## src/hw/rtl/twcp_pkg.sv

```systemverilog
// ----------------------------------------------------------------------------
// Textured wall column pixel: shared types and constants
// Item layouts, pixel kind and texture codes, register indexes and the
// payload structs that travel between the pipeline segments.
// ----------------------------------------------------------------------------
`default_nettype none

package twcp_pkg;

  localparam int IN_W      = 168;
  localparam int OUT_W     = 80;
  localparam int USER_W    = 2;
  localparam int CFG_IDX_W = 3;

  // multiplier and divider operand widths, fixed by the field widths
  localparam int PROD_W = 41;  // wall_distance (24u) times direction (16s)
  localparam int N_W    = 20;  // 2*row - screen_height + wall_height, signed
  localparam int DVD_W  = 27;  // n times tex_height/2, non-negative part
  localparam int DVS_W  = 16;  // wall_height

  typedef enum logic [1:0] {
    KIND_CEIL  = 2'd0,
    KIND_WALL  = 2'd1,
    KIND_FLOOR = 2'd2,
    KIND_NONE  = 2'd3
  } kind_t;

  localparam logic [1:0] TEX_NORTH = 2'd0;
  localparam logic [1:0] TEX_SOUTH = 2'd1;
  localparam logic [1:0] TEX_WEST  = 2'd2;
  localparam logic [1:0] TEX_EAST  = 2'd3;

  localparam logic [CFG_IDX_W-1:0] REG_SCREEN_WIDTH  = 3'd0;
  localparam logic [CFG_IDX_W-1:0] REG_SCREEN_HEIGHT = 3'd1;
  localparam logic [CFG_IDX_W-1:0] REG_TEX_WIDTH     = 3'd2;
  localparam logic [CFG_IDX_W-1:0] REG_TEX_HEIGHT    = 3'd3;
  localparam logic [CFG_IDX_W-1:0] REG_CEILING_COLOR = 3'd4;
  localparam logic [CFG_IDX_W-1:0] REG_FLOOR_COLOR   = 3'd5;

  typedef struct packed {
    logic [15:0] wall_height;
    logic [11:0] span_end;
    logic [11:0] span_start;
    logic [23:0] wall_distance;
    logic [23:0] eye_y;
    logic [23:0] eye_x;
    logic [15:0] dir_y;
    logic [15:0] dir_x;
    logic        hit_side;
    logic [10:0] row;
    logic [10:0] column;
  } pix_in_t;

  typedef struct packed {
    logic [11:0] screen_width;
    logic [11:0] screen_height;
    logic [10:0] tex_width;
    logic [10:0] tex_height;
    logic [31:0] ceiling_color;
    logic [31:0] floor_color;
  } cfg_t;

  // pixel state that rides along the divider
  typedef struct packed {
    kind_t       kind;
    logic [31:0] fill;
    logic [1:0]  sel;
    logic [9:0]  tx;
    logic [21:0] addr;
    logic [10:0] ty_max;
    logic        neg;
    logic        sat;
  } pix_t;

  typedef struct packed {
    kind_t       kind;
    logic [31:0] fill;
    logic [1:0]  sel;
    logic [9:0]  tx;
    logic [9:0]  ty;
    logic [21:0] addr;
  } pix_out_t;

endpackage

`default_nettype wire

```

## src/hw/rtl/twcp_front.sv

```systemverilog
// ----------------------------------------------------------------------------
// Textured wall column pixel: front pipeline
// Three stages: classify and first multiplies, hit fraction and divider
// operand, texel column. Hands the texel row division to the divider.
// ----------------------------------------------------------------------------
`default_nettype none

module twcp_front import twcp_pkg::*; #(
  parameter int FRAC_BITS    = 14,
  parameter int MAX_TEX_SIDE = 1024
) (
  input  logic             clk,
  input  logic             rst,
  input  cfg_t             cfg,
  input  logic             in_valid,
  output logic             in_ready,
  input  pix_in_t          in_data,
  output logic             out_valid,
  input  logic             out_ready,
  output pix_t             out_pix,
  output logic [DVD_W-1:0] out_dvd,
  output logic [DVS_W-1:0] out_dvs
);

  localparam int FW = 2 * FRAC_BITS;
  localparam int HW = (24 + FRAC_BITS > PROD_W) ? 24 + FRAC_BITS : PROD_W;
  localparam int QB = $clog2(MAX_TEX_SIDE);
  localparam int CW = (DVS_W + QB > DVD_W) ? DVS_W + QB : DVD_W;
  localparam logic [10:0] TEX_CAP = (MAX_TEX_SIDE > 2047) ? 11'd2047 : 11'(MAX_TEX_SIDE);

  logic en1, en2, en3;
  logic v1, v2;

  // ---------------- stage 1: classify, hit product, address product
  logic                     off_c, below_c, above_c, dzero_c;
  logic signed [15:0]       dcide_c, dcomp_c;
  logic [23:0]              eye_c;
  kind_t                    kind_c;
  logic [31:0]              fill_c;
  logic [1:0]               sel_c;
  logic [10:0]              tw_c, th_c;
  logic [15:0]              wh_c;
  logic signed [N_W-1:0]    n_c;
  logic signed [PROD_W-1:0] prod_c;
  logic [22:0]              ap_c;

  always_comb begin
    off_c   = {1'b0, in_data.row} >= cfg.screen_height;
    below_c = {1'b0, in_data.row} >= in_data.span_end;
    above_c = {1'b0, in_data.row} < in_data.span_start;
    dcide_c = in_data.hit_side ? $signed(in_data.dir_y) : $signed(in_data.dir_x);
    dcomp_c = in_data.hit_side ? $signed(in_data.dir_x) : $signed(in_data.dir_y);
    eye_c   = in_data.hit_side ? in_data.eye_x : in_data.eye_y;
    dzero_c = (dcide_c == 16'sd0);

    kind_c = KIND_WALL;
    fill_c = '0;
    if (off_c) begin
      kind_c = KIND_NONE;
    end else if (below_c) begin
      kind_c = KIND_FLOOR;
      fill_c = cfg.floor_color;
    end else if (above_c) begin
      kind_c = KIND_CEIL;
      fill_c = cfg.ceiling_color;
    end else if (dzero_c) begin
      kind_c = KIND_NONE;
    end

    if (kind_c != KIND_WALL) begin
      sel_c = TEX_NORTH;
    end else if (!in_data.hit_side) begin
      sel_c = in_data.dir_x[15] ? TEX_NORTH : TEX_SOUTH;
    end else begin
      sel_c = ($signed(in_data.dir_y) > 16'sd0) ? TEX_WEST : TEX_EAST;
    end

    if (cfg.tex_width == 11'd0) tw_c = 11'd1;
    else if (cfg.tex_width > TEX_CAP) tw_c = TEX_CAP;
    else tw_c = cfg.tex_width;

    if (cfg.tex_height < 11'd2) th_c = 11'd2;
    else if (cfg.tex_height > TEX_CAP) th_c = TEX_CAP;
    else th_c = cfg.tex_height;

    wh_c   = (in_data.wall_height == 16'd0) ? 16'd1 : in_data.wall_height;
    n_c    = $signed({8'd0, in_data.row, 1'b0}) - $signed({8'd0, cfg.screen_height})
           + $signed({4'd0, wh_c});
    prod_c = $signed({1'b0, in_data.wall_distance}) * dcomp_c;
    ap_c   = in_data.row * cfg.screen_width;
  end

  kind_t                    k1;
  logic [31:0]              fill1;
  logic [1:0]               sel1;
  logic [10:0]              tw1, thm1;
  logic [9:0]               half1;
  logic [15:0]              wh1;
  logic signed [N_W-1:0]    n1;
  logic signed [PROD_W-1:0] prod1;
  logic [23:0]              eye1;
  logic [22:0]              ap1;
  logic [10:0]              col1;

  always_ff @(posedge clk) begin
    if (rst) begin
      v1 <= 1'b0;
    end else if (en1) begin
      v1 <= in_valid;
    end
    if (en1) begin
      k1    <= kind_c;
      fill1 <= fill_c;
      sel1  <= sel_c;
      tw1   <= tw_c;
      thm1  <= th_c - 11'd1;
      half1 <= th_c[10:1];
      wh1   <= wh_c;
      n1    <= n_c;
      prod1 <= prod_c;
      eye1  <= eye_c;
      ap1   <= ap_c;
      col1  <= in_data.column;
    end
  end

  // ---------------- stage 2: hit fraction, divider dividend, address
  logic [HW-1:0] hit_c;
  logic [DVD_W-1:0] p_c;

  always_comb begin
    hit_c = HW'({eye1, {FRAC_BITS{1'b0}}}) + HW'(prod1);
    p_c   = n1[16:0] * half1;
  end

  kind_t       k2;
  logic [31:0] fill2;
  logic [1:0]  sel2;
  logic [10:0] tw2, thm2;
  logic [15:0] wh2;
  logic [FW-1:0] frac2;
  logic [DVD_W-1:0] p2;
  logic        neg2;
  logic [21:0] addr2;

  always_ff @(posedge clk) begin
    if (rst) begin
      v2 <= 1'b0;
    end else if (en2) begin
      v2 <= v1;
    end
    if (en2) begin
      k2    <= k1;
      fill2 <= fill1;
      sel2  <= sel1;
      tw2   <= tw1;
      thm2  <= thm1;
      wh2   <= wh1;
      frac2 <= hit_c[FW-1:0];
      p2    <= p_c;
      neg2  <= n1[N_W-1];
      addr2 <= ap1[21:0] + {11'd0, col1};
    end
  end

  // ---------------- stage 3: texel column, saturation check
  logic [FW+10:0] tprod_c;
  logic [10:0]    tcol_c;
  logic [10:0]    txw_c;
  logic           sat_c;

  always_comb begin
    tprod_c = frac2 * tw2;
    tcol_c  = tprod_c[FW+10:FW];
    // mirror the column inside the texture
    txw_c   = tw2 - 11'd1 - tcol_c;
    sat_c   = CW'(p2) >= (CW'(wh2) << QB);
  end

  always_ff @(posedge clk) begin
    if (rst) begin
      out_valid <= 1'b0;
    end else if (en3) begin
      out_valid <= v2;
    end
    if (en3) begin
      out_pix.kind   <= k2;
      out_pix.fill   <= fill2;
      out_pix.sel    <= sel2;
      out_pix.tx     <= (k2 == KIND_WALL) ? txw_c[9:0] : 10'd0;
      out_pix.addr   <= addr2;
      out_pix.ty_max <= thm2;
      out_pix.neg    <= neg2;
      out_pix.sat    <= sat_c;
      out_dvd        <= p2;
      out_dvs        <= wh2;
    end
  end

  // advance a stage when it is empty or the next one moves
  assign en3      = !out_valid || out_ready;
  assign en2      = !v2 || en3;
  assign en1      = !v1 || en2;
  assign in_ready = en1;

endmodule

`default_nettype wire

```

## src/hw/rtl/twcp_div.sv

```systemverilog
// ----------------------------------------------------------------------------
// Textured wall column pixel: texel row divider
// Restoring division, one quotient bit per stage, most significant first.
// The pixel payload travels alongside the remainder.
// ----------------------------------------------------------------------------
`default_nettype none

module twcp_div import twcp_pkg::*; #(
  parameter int MAX_TEX_SIDE = 1024
) (
  input  logic                              clk,
  input  logic                              rst,
  input  logic                              in_valid,
  output logic                              in_ready,
  input  pix_t                              in_pix,
  input  logic [DVD_W-1:0]                  in_dvd,
  input  logic [DVS_W-1:0]                  in_dvs,
  output logic                              out_valid,
  input  logic                              out_ready,
  output pix_t                              out_pix,
  output logic [$clog2(MAX_TEX_SIDE)-1:0]   out_quo
);

  localparam int QB = $clog2(MAX_TEX_SIDE);
  localparam int CW = (DVS_W + QB > DVD_W) ? DVS_W + QB : DVD_W;

  // index 0 is the input side, index k+1 the registers of stage k
  logic             a_v   [QB+1];
  pix_t             a_pix [QB+1];
  logic [CW-1:0]    a_rem [QB+1];
  logic [DVS_W-1:0] a_dvs [QB+1];
  logic [QB-1:0]    a_quo [QB+1];
  logic [QB:0]      en;

  assign a_v[0]   = in_valid;
  assign a_pix[0] = in_pix;
  assign a_rem[0] = CW'(in_dvd);
  assign a_dvs[0] = in_dvs;
  assign a_quo[0] = '0;
  assign en[QB]   = out_ready;
  assign in_ready = en[0];

  for (genvar k = 0; k < QB; k++) begin : g_stage
    localparam int B = QB - 1 - k;
    logic [CW-1:0] trial;
    logic          ge;
    logic [CW-1:0] rem_next;
    logic [QB-1:0] quo_next;

    always_comb begin
      trial    = CW'(a_dvs[k]) << B;
      ge       = a_rem[k] >= trial;
      rem_next = ge ? a_rem[k] - trial : a_rem[k];
      quo_next = a_quo[k];
      quo_next[B] = ge;
    end

    assign en[k] = !a_v[k+1] || en[k+1];

    always_ff @(posedge clk) begin
      if (rst) begin
        a_v[k+1] <= 1'b0;
      end else if (en[k]) begin
        a_v[k+1] <= a_v[k];
      end
      if (en[k]) begin
        a_pix[k+1] <= a_pix[k];
        a_rem[k+1] <= rem_next;
        a_dvs[k+1] <= a_dvs[k];
        a_quo[k+1] <= quo_next;
      end
    end
  end

  assign out_valid = a_v[QB];
  assign out_pix   = a_pix[QB];
  assign out_quo   = a_quo[QB];

endmodule

`default_nettype wire

```

## src/hw/rtl/twcp_back.sv

```systemverilog
// ----------------------------------------------------------------------------
// Textured wall column pixel: output stage
// Saturates the texel row into the texture and holds the result item
// until the sink takes it.
// ----------------------------------------------------------------------------
`default_nettype none

module twcp_back import twcp_pkg::*; #(
  parameter int MAX_TEX_SIDE = 1024
) (
  input  logic                            clk,
  input  logic                            rst,
  input  logic                            in_valid,
  output logic                            in_ready,
  input  pix_t                            in_pix,
  input  logic [$clog2(MAX_TEX_SIDE)-1:0] in_quo,
  output logic                            out_valid,
  input  logic                            out_ready,
  output pix_out_t                        out_pix
);

  localparam int QB = $clog2(MAX_TEX_SIDE);
  localparam int OW = (QB > 11) ? QB : 11;

  logic [OW-1:0] q_c, m_c, ty_c;
  logic          en;

  always_comb begin
    q_c = OW'(in_quo);
    m_c = OW'(in_pix.ty_max);
    // a negative numerator truncates to zero or below: clamp to the top row
    if (in_pix.kind != KIND_WALL || in_pix.neg) ty_c = '0;
    else if (in_pix.sat || q_c > m_c) ty_c = m_c;
    else ty_c = q_c;
  end

  assign en       = !out_valid || out_ready;
  assign in_ready = en;

  always_ff @(posedge clk) begin
    if (rst) begin
      out_valid <= 1'b0;
    end else if (en) begin
      out_valid <= in_valid;
    end
    if (en) begin
      out_pix.kind <= in_pix.kind;
      out_pix.fill <= in_pix.fill;
      out_pix.sel  <= in_pix.sel;
      out_pix.tx   <= in_pix.tx;
      out_pix.ty   <= ty_c[9:0];
      out_pix.addr <= in_pix.addr;
    end
  end

endmodule

`default_nettype wire

```

## src/hw/rtl/textured_wall_column_pixel_top.sv

```systemverilog
// ----------------------------------------------------------------------------
// Textured wall column pixel: top level
// Three front stages, one divider stage per texel row bit, one output
// register. Throughput is one item per cycle while the sink keeps
// m_tready high; the divider is fully pipelined.
// Reset is synchronous: pipeline emptied, registers back to 640x480, 64x64.
// ----------------------------------------------------------------------------
`default_nettype none

module textured_wall_column_pixel_top import twcp_pkg::*; #(
  parameter int FRAC_BITS    = 14,
  parameter int MAX_TEX_SIDE = 1024
) (
  input  logic                 clk,
  input  logic                 rst,
  input  logic                 s_tvalid,
  output logic                 s_tready,
  // column, row, hit_side, dir_x, dir_y, eye_x, eye_y, wall_distance,
  // span_start, span_end, wall_height, one pad bit
  input  logic [IN_W-1:0]      s_tdata,
  output logic                 m_tvalid,
  input  logic                 m_tready,
  // fill_color, texture_select, texel_x, texel_y, frame_address, 4 pad bits
  output logic [OUT_W-1:0]     m_tdata,
  // pixel_kind
  output logic [USER_W-1:0]    m_tuser,
  input  logic                 cfg_valid,
  output logic                 cfg_ready,
  input  logic [CFG_IDX_W-1:0] cfg_index,
  input  logic [31:0]          cfg_data
);

  localparam int QB = $clog2(MAX_TEX_SIDE);

  cfg_t cfg;

  assign cfg_ready = 1'b1;

  always_ff @(posedge clk) begin
    if (rst) begin
      cfg.screen_width  <= 12'd640;
      cfg.screen_height <= 12'd480;
      cfg.tex_width     <= 11'd64;
      cfg.tex_height    <= 11'd64;
      cfg.ceiling_color <= '0;
      cfg.floor_color   <= '0;
    end else if (cfg_valid && cfg_ready) begin
      case (cfg_index)
        REG_SCREEN_WIDTH:  cfg.screen_width  <= cfg_data[11:0];
        REG_SCREEN_HEIGHT: cfg.screen_height <= cfg_data[11:0];
        REG_TEX_WIDTH:     cfg.tex_width     <= cfg_data[10:0];
        REG_TEX_HEIGHT:    cfg.tex_height    <= cfg_data[10:0];
        REG_CEILING_COLOR: cfg.ceiling_color <= cfg_data;
        REG_FLOOR_COLOR:   cfg.floor_color   <= cfg_data;
        default: ;  // drop writes beyond the register list
      endcase
    end
  end

  pix_in_t in_data;

  assign in_data.column        = s_tdata[10:0];
  assign in_data.row           = s_tdata[21:11];
  assign in_data.hit_side      = s_tdata[22];
  assign in_data.dir_x         = s_tdata[38:23];
  assign in_data.dir_y         = s_tdata[54:39];
  assign in_data.eye_x         = s_tdata[78:55];
  assign in_data.eye_y         = s_tdata[102:79];
  assign in_data.wall_distance = s_tdata[126:103];
  assign in_data.span_start    = s_tdata[138:127];
  assign in_data.span_end      = s_tdata[150:139];
  assign in_data.wall_height   = s_tdata[166:151];

  logic             f_valid, f_ready;
  pix_t             f_pix;
  logic [DVD_W-1:0] f_dvd;
  logic [DVS_W-1:0] f_dvs;
  logic             d_valid, d_ready;
  pix_t             d_pix;
  logic [QB-1:0]    d_quo;
  pix_out_t         o_pix;

  twcp_front #(
    .FRAC_BITS    (FRAC_BITS),
    .MAX_TEX_SIDE (MAX_TEX_SIDE)
  ) u_front (
    .clk       (clk),
    .rst       (rst),
    .cfg       (cfg),
    .in_valid  (s_tvalid),
    .in_ready  (s_tready),
    .in_data   (in_data),
    .out_valid (f_valid),
    .out_ready (f_ready),
    .out_pix   (f_pix),
    .out_dvd   (f_dvd),
    .out_dvs   (f_dvs)
  );

  twcp_div #(
    .MAX_TEX_SIDE (MAX_TEX_SIDE)
  ) u_div (
    .clk       (clk),
    .rst       (rst),
    .in_valid  (f_valid),
    .in_ready  (f_ready),
    .in_pix    (f_pix),
    .in_dvd    (f_dvd),
    .in_dvs    (f_dvs),
    .out_valid (d_valid),
    .out_ready (d_ready),
    .out_pix   (d_pix),
    .out_quo   (d_quo)
  );

  twcp_back #(
    .MAX_TEX_SIDE (MAX_TEX_SIDE)
  ) u_back (
    .clk       (clk),
    .rst       (rst),
    .in_valid  (d_valid),
    .in_ready  (d_ready),
    .in_pix    (d_pix),
    .in_quo    (d_quo),
    .out_valid (m_tvalid),
    .out_ready (m_tready),
    .out_pix   (o_pix)
  );

  assign m_tdata = {4'd0, o_pix.addr, o_pix.ty, o_pix.tx, o_pix.sel, o_pix.fill};
  assign m_tuser = o_pix.kind;

  // wall pixels carry no fill colour
  a_wall_no_fill: assert property (@(posedge clk) disable iff (rst)
    (m_tvalid && m_tuser == KIND_WALL) |-> (m_tdata[31:0] == 32'd0))
    else $error("wall item with nonzero fill colour");

  // non-wall pixels carry no texture select or texel coordinates
  a_flat_no_texel: assert property (@(posedge clk) disable iff (rst)
    (m_tvalid && m_tuser != KIND_WALL) |-> (m_tdata[53:32] == 22'd0))
    else $error("non-wall item with texel data");

  // an empty or draining output stage lets the whole pipeline advance
  a_no_false_stall: assert property (@(posedge clk) disable iff (rst)
    (!m_tvalid || m_tready) |-> s_tready)
    else $error("input stalled while output stage can move");

endmodule

`default_nettype wire

```

## config.mk

```make
export PLATFORM = sky130hd
export DESIGN_NAME = textured_wall_column_pixel_top
export DESIGN_NICKNAME = d
export VERILOG_FILES = /design/src/hw/rtl/twcp_pkg.sv /design/src/hw/rtl/twcp_front.sv /design/src/hw/rtl/twcp_div.sv /design/src/hw/rtl/twcp_back.sv /design/src/hw/rtl/textured_wall_column_pixel_top.sv
export SDC_FILE = /design/constraint.sdc
export NUM_CORES = 2
export LEC_CHECK = 0
export BUFFER_PORTS_ARGS = -buffer_cell sky130_fd_sc_hd__buf_2
export CORE_MARGIN = 8
export CORE_UTILIZATION = 30
export DETAILED_ROUTE_END_ITERATION = 10
export SLEW_MARGIN = 30
export SYNTH_ARGS = -nofsm -noshare
export SYNTH_HDL_FRONTEND = slang
export SYNTH_HIERARCHICAL = 1
export SYNTH_SLANG_ARGS = --single-unit
```

## constraint.sdc

```tcl
create_clock -name clk -period 19.5 [get_ports clk]
set_input_delay 0.975 -clock clk [delete_from_list [all_inputs] [get_ports clk]]
set_output_delay 0.975 -clock clk [all_outputs]
set_load 0.1 [all_outputs]
```

==> impl_metrics.ini <==
[floorplanning]
die_y_microns = 602.4
io_pins = 293
coreArea_sq_um = 342700
initial_core_util_pct = 30.10
dieWidth_microns = 602.4
row_count = 215
dieArea_sq_um = 362900

[detailed_routing]
wl_microns = 210600
drt-pass1-iter-count = 6
viasPerCell = 4.515
wl_per_cell_microns = 16.32
drc = 0
ant_nets = 0
drtIter0Drc = 3020
num_vias = 58250

[final_layout]
multi_input_area_sq_um = 41790
final_layout_size_suffix_gt1_share_pct = 8.759
ff_latch_area_sq_um = 56020
finalNetCount = 9613
area_delta_synth_final_pct = 12.11
final_cells = 12900
fillers = 33270

[yosys]
synth_top_family_by_area = adder cells
synth_edf_count = 1783
synth-xor-area-share_pct = 2.674
syn-cell-area_sq_um = 103200
synthTopCellsByCount = edfxtp_1 (1783), inv_1 (1007), nand2_1 (828), fa_1 (695), ha_1 (555)
synthTopCellsByArea = edfxtp_1 (52%), fa_1 (13%), ha_1 (6.7%), inv_1 (3.7%), nand2_1 (3.0%)
synth_flop_cell = edfxtp_1
syn-instance-count = 8000
yosysTopAreaCell = edfxtp_1
synth-compound-area-share_pct = 5.573
synth_seq_cells = 1907
synth_warnings = 6
yosysSeqAreaShare_pct = 54.30
ys_async_sr_fraction_pct = 0
synth.most_common_cell = edfxtp_1
synth_mux_area_share_pct = 1.872
synth_simple_gate_area_share_pct = 10.00
syn_area_per_cell_sq_um = 12.90
synth_top_area_share_pct = 51.90
synthAdderAreaFrac_pct = 20.22
yosysUniqueCellTypes = 98

[worst_hold_path]
hp-class = in -> reg
holdPathStages = 1

[sta]
fin_crit_ps = 8061
fmax_ghz = 0.1241
grt_setup_unrepaired = false
hold_viol = 0
skew_ps = 56.45
slew_headroom_pct = 40.47
slew_viol_final = 0
finalSetupViolCount = 0
fin_crit_sh_pct = 41.34
finalSetupTns_ps = 0
tightestPinTransition_ps = 891.6

[clock_tree]
cts-resized-gates = 0
post_cts_buffers = 0
clock-sinks = 1907
root_buffer = clkbuf_16
worstSkewPairLatency_ps = 820
cts_tree = yes
cts-buffers-inserted = 193
path_clk_slew_ps = 60
clk_path_buf_depth = 3
hold_buffers = 0
h-tree-depth = 4

[setup_path]
worstSetupStartpointType = register
crit_fanout = 17
critical_path_class = reg -> reg
critPathRequiredTime_ps = 20050
arrival_ps = 8610
rr_worst_depth = 26
endpoint_kind = register
rrSetupSlack_ps = 11440

[grt]
grt_pass1_wl_microns = 332700
grt_use_total_pct = 11.28
grt_antenna_before_repair = 13
grt_max_degree = 113
gr-total-overflow = 0
first_global_vias = 61450

[placed_design]
numPortBuffers = 266
place_inst = 12520
dpl.hpwl_microns = 157500
place_congestion = 0.8564

[pwr]
vdd_ir_drop_max_mv = 0.2488
leakage_nw = 48.58
p_total_mw = 15.93
power.density_nw_per_um2 = 137.8

[flow_run]
maxCapViolations = 0

[status]
status = completed
[final timing paths]
| kind | start | endpoint |
|---|---|---|
| setup / recovery | u_front/tw2[8] | u_front/out_pix[44] |
| hold / removal | s_tdata[9] | u_front/col1[9] |
| setup reg to reg | u_front/tw2[8] | u_front/out_pix[44] |
| hold reg to reg | u_front/prod1[0] | u_front/frac2[0] |
[per-layer routing]
metal / wire length [microns] / up-vias / track usage (%)
met4: 8603 / 4 / 4.713
met1: 90520 / 28870 / 13.96
met5: 18 / - / 0
met3: 9398 / 426 / 1.911
li1: - / 27550 / -
met2: 102000 / 1396 / 19.51
[area by class of cell]
class | instances | area share, %
clock inverters | 120 | 1.252
inverters | 1007 | 3.283
repair buffers | 313 | 1.498
flip-flops and latches | 1907 | 48.44
well taps | 4557 | 4.930
diodes | 20 | 0.04327
clock buffers | 243 | 4.427
multi-input cells | 4733 | 36.13
[report_power, final]
| part | switching (mW) | internal (mW) |
|---|---|---|
| clock | 1.53 | 2.20 |
| combinational | 3.52 | 2.53 |
| sequential | 0.503 | 5.65 |
[layout by cell type, fill, tap and decap left out, types with 239 or more instances in the layout]
| master | netlist | layout |
|---|---|---|
| o21ai_0 | 253 | 253 |
| fa_1 | 695 | 695 |
| nor2_1 | 269 | 269 |
| edfxtp_1 | 1783 | 1783 |
| and2_1 | 283 | 283 |
| ha_1 | 555 | 555 |
| a21oi_1 | 239 | 239 |
| buf_2 | 16 | 265 |
| nand2_1 | 828 | 823 |
| inv_1 | 1007 | 1001 |
[stage by stage]
step | worst slack, ps | instance area [sq um] | utilization [%] | hold WS [ps]
final | 11440 | 115700 | 33.75 | 324.4
after global routing | 10940 | 115700 | 33.75 | 248.8
after CTS | 11470 | 115600 | 33.73 | 237.4
after detailed placement | 11230 | 109000 | 31.81 | 404.5
after global placement | 11330 | 108900 | 31.79 | 400.1
after floorplan | 863.9 | 103200 | - | 400.3
[sequential cells by signal, summed over array words and instances, names as in the netlist, 28 cells and up]
signal,cells
u_front/fill1,32
u_div/a_pix,729
u_div/out_pix,81
u_front/frac2,28
u_front/out_pix,81
u_front/fill2,32
u_div/a_rem,243
cfg,110
u_div/a_dvs,144
u_front/prod1,28
u_back/out_pix,78
u_div/a_quo,45
[logic make-up after synthesis]
family          Yosys count
xor+xnor                315
compound gates          894
buf+inv                1363
fa+ha+maj              1250
mux                     188
flops                  1907
other cells               2
simple gates           2081
[worst max-delay path, stage by stage (launching register included)]
cell and delay (ps):
edfxtp_1 790, buf_6 290, and2_1 180, fa_1 410, fa_1 530, fa_1 440
fa_1 520, fa_1 420, ha_1 340, and4_1 220, a21oi_1 140, a21oi_1 80
nor4_1 610, a21bo_2 230, a21oi_1 70, a211oi_1 270, xor2_1 300, ha_1 290
a21o_1 150, a21o_1 200, a21o_1 180, a21oi_1 240, o21a_1 200, o21ai_0 120
xnor2_1 150, xnor2_1 350, nor2_1 70
Note: power is estimated with default switching activity, not from simulation.
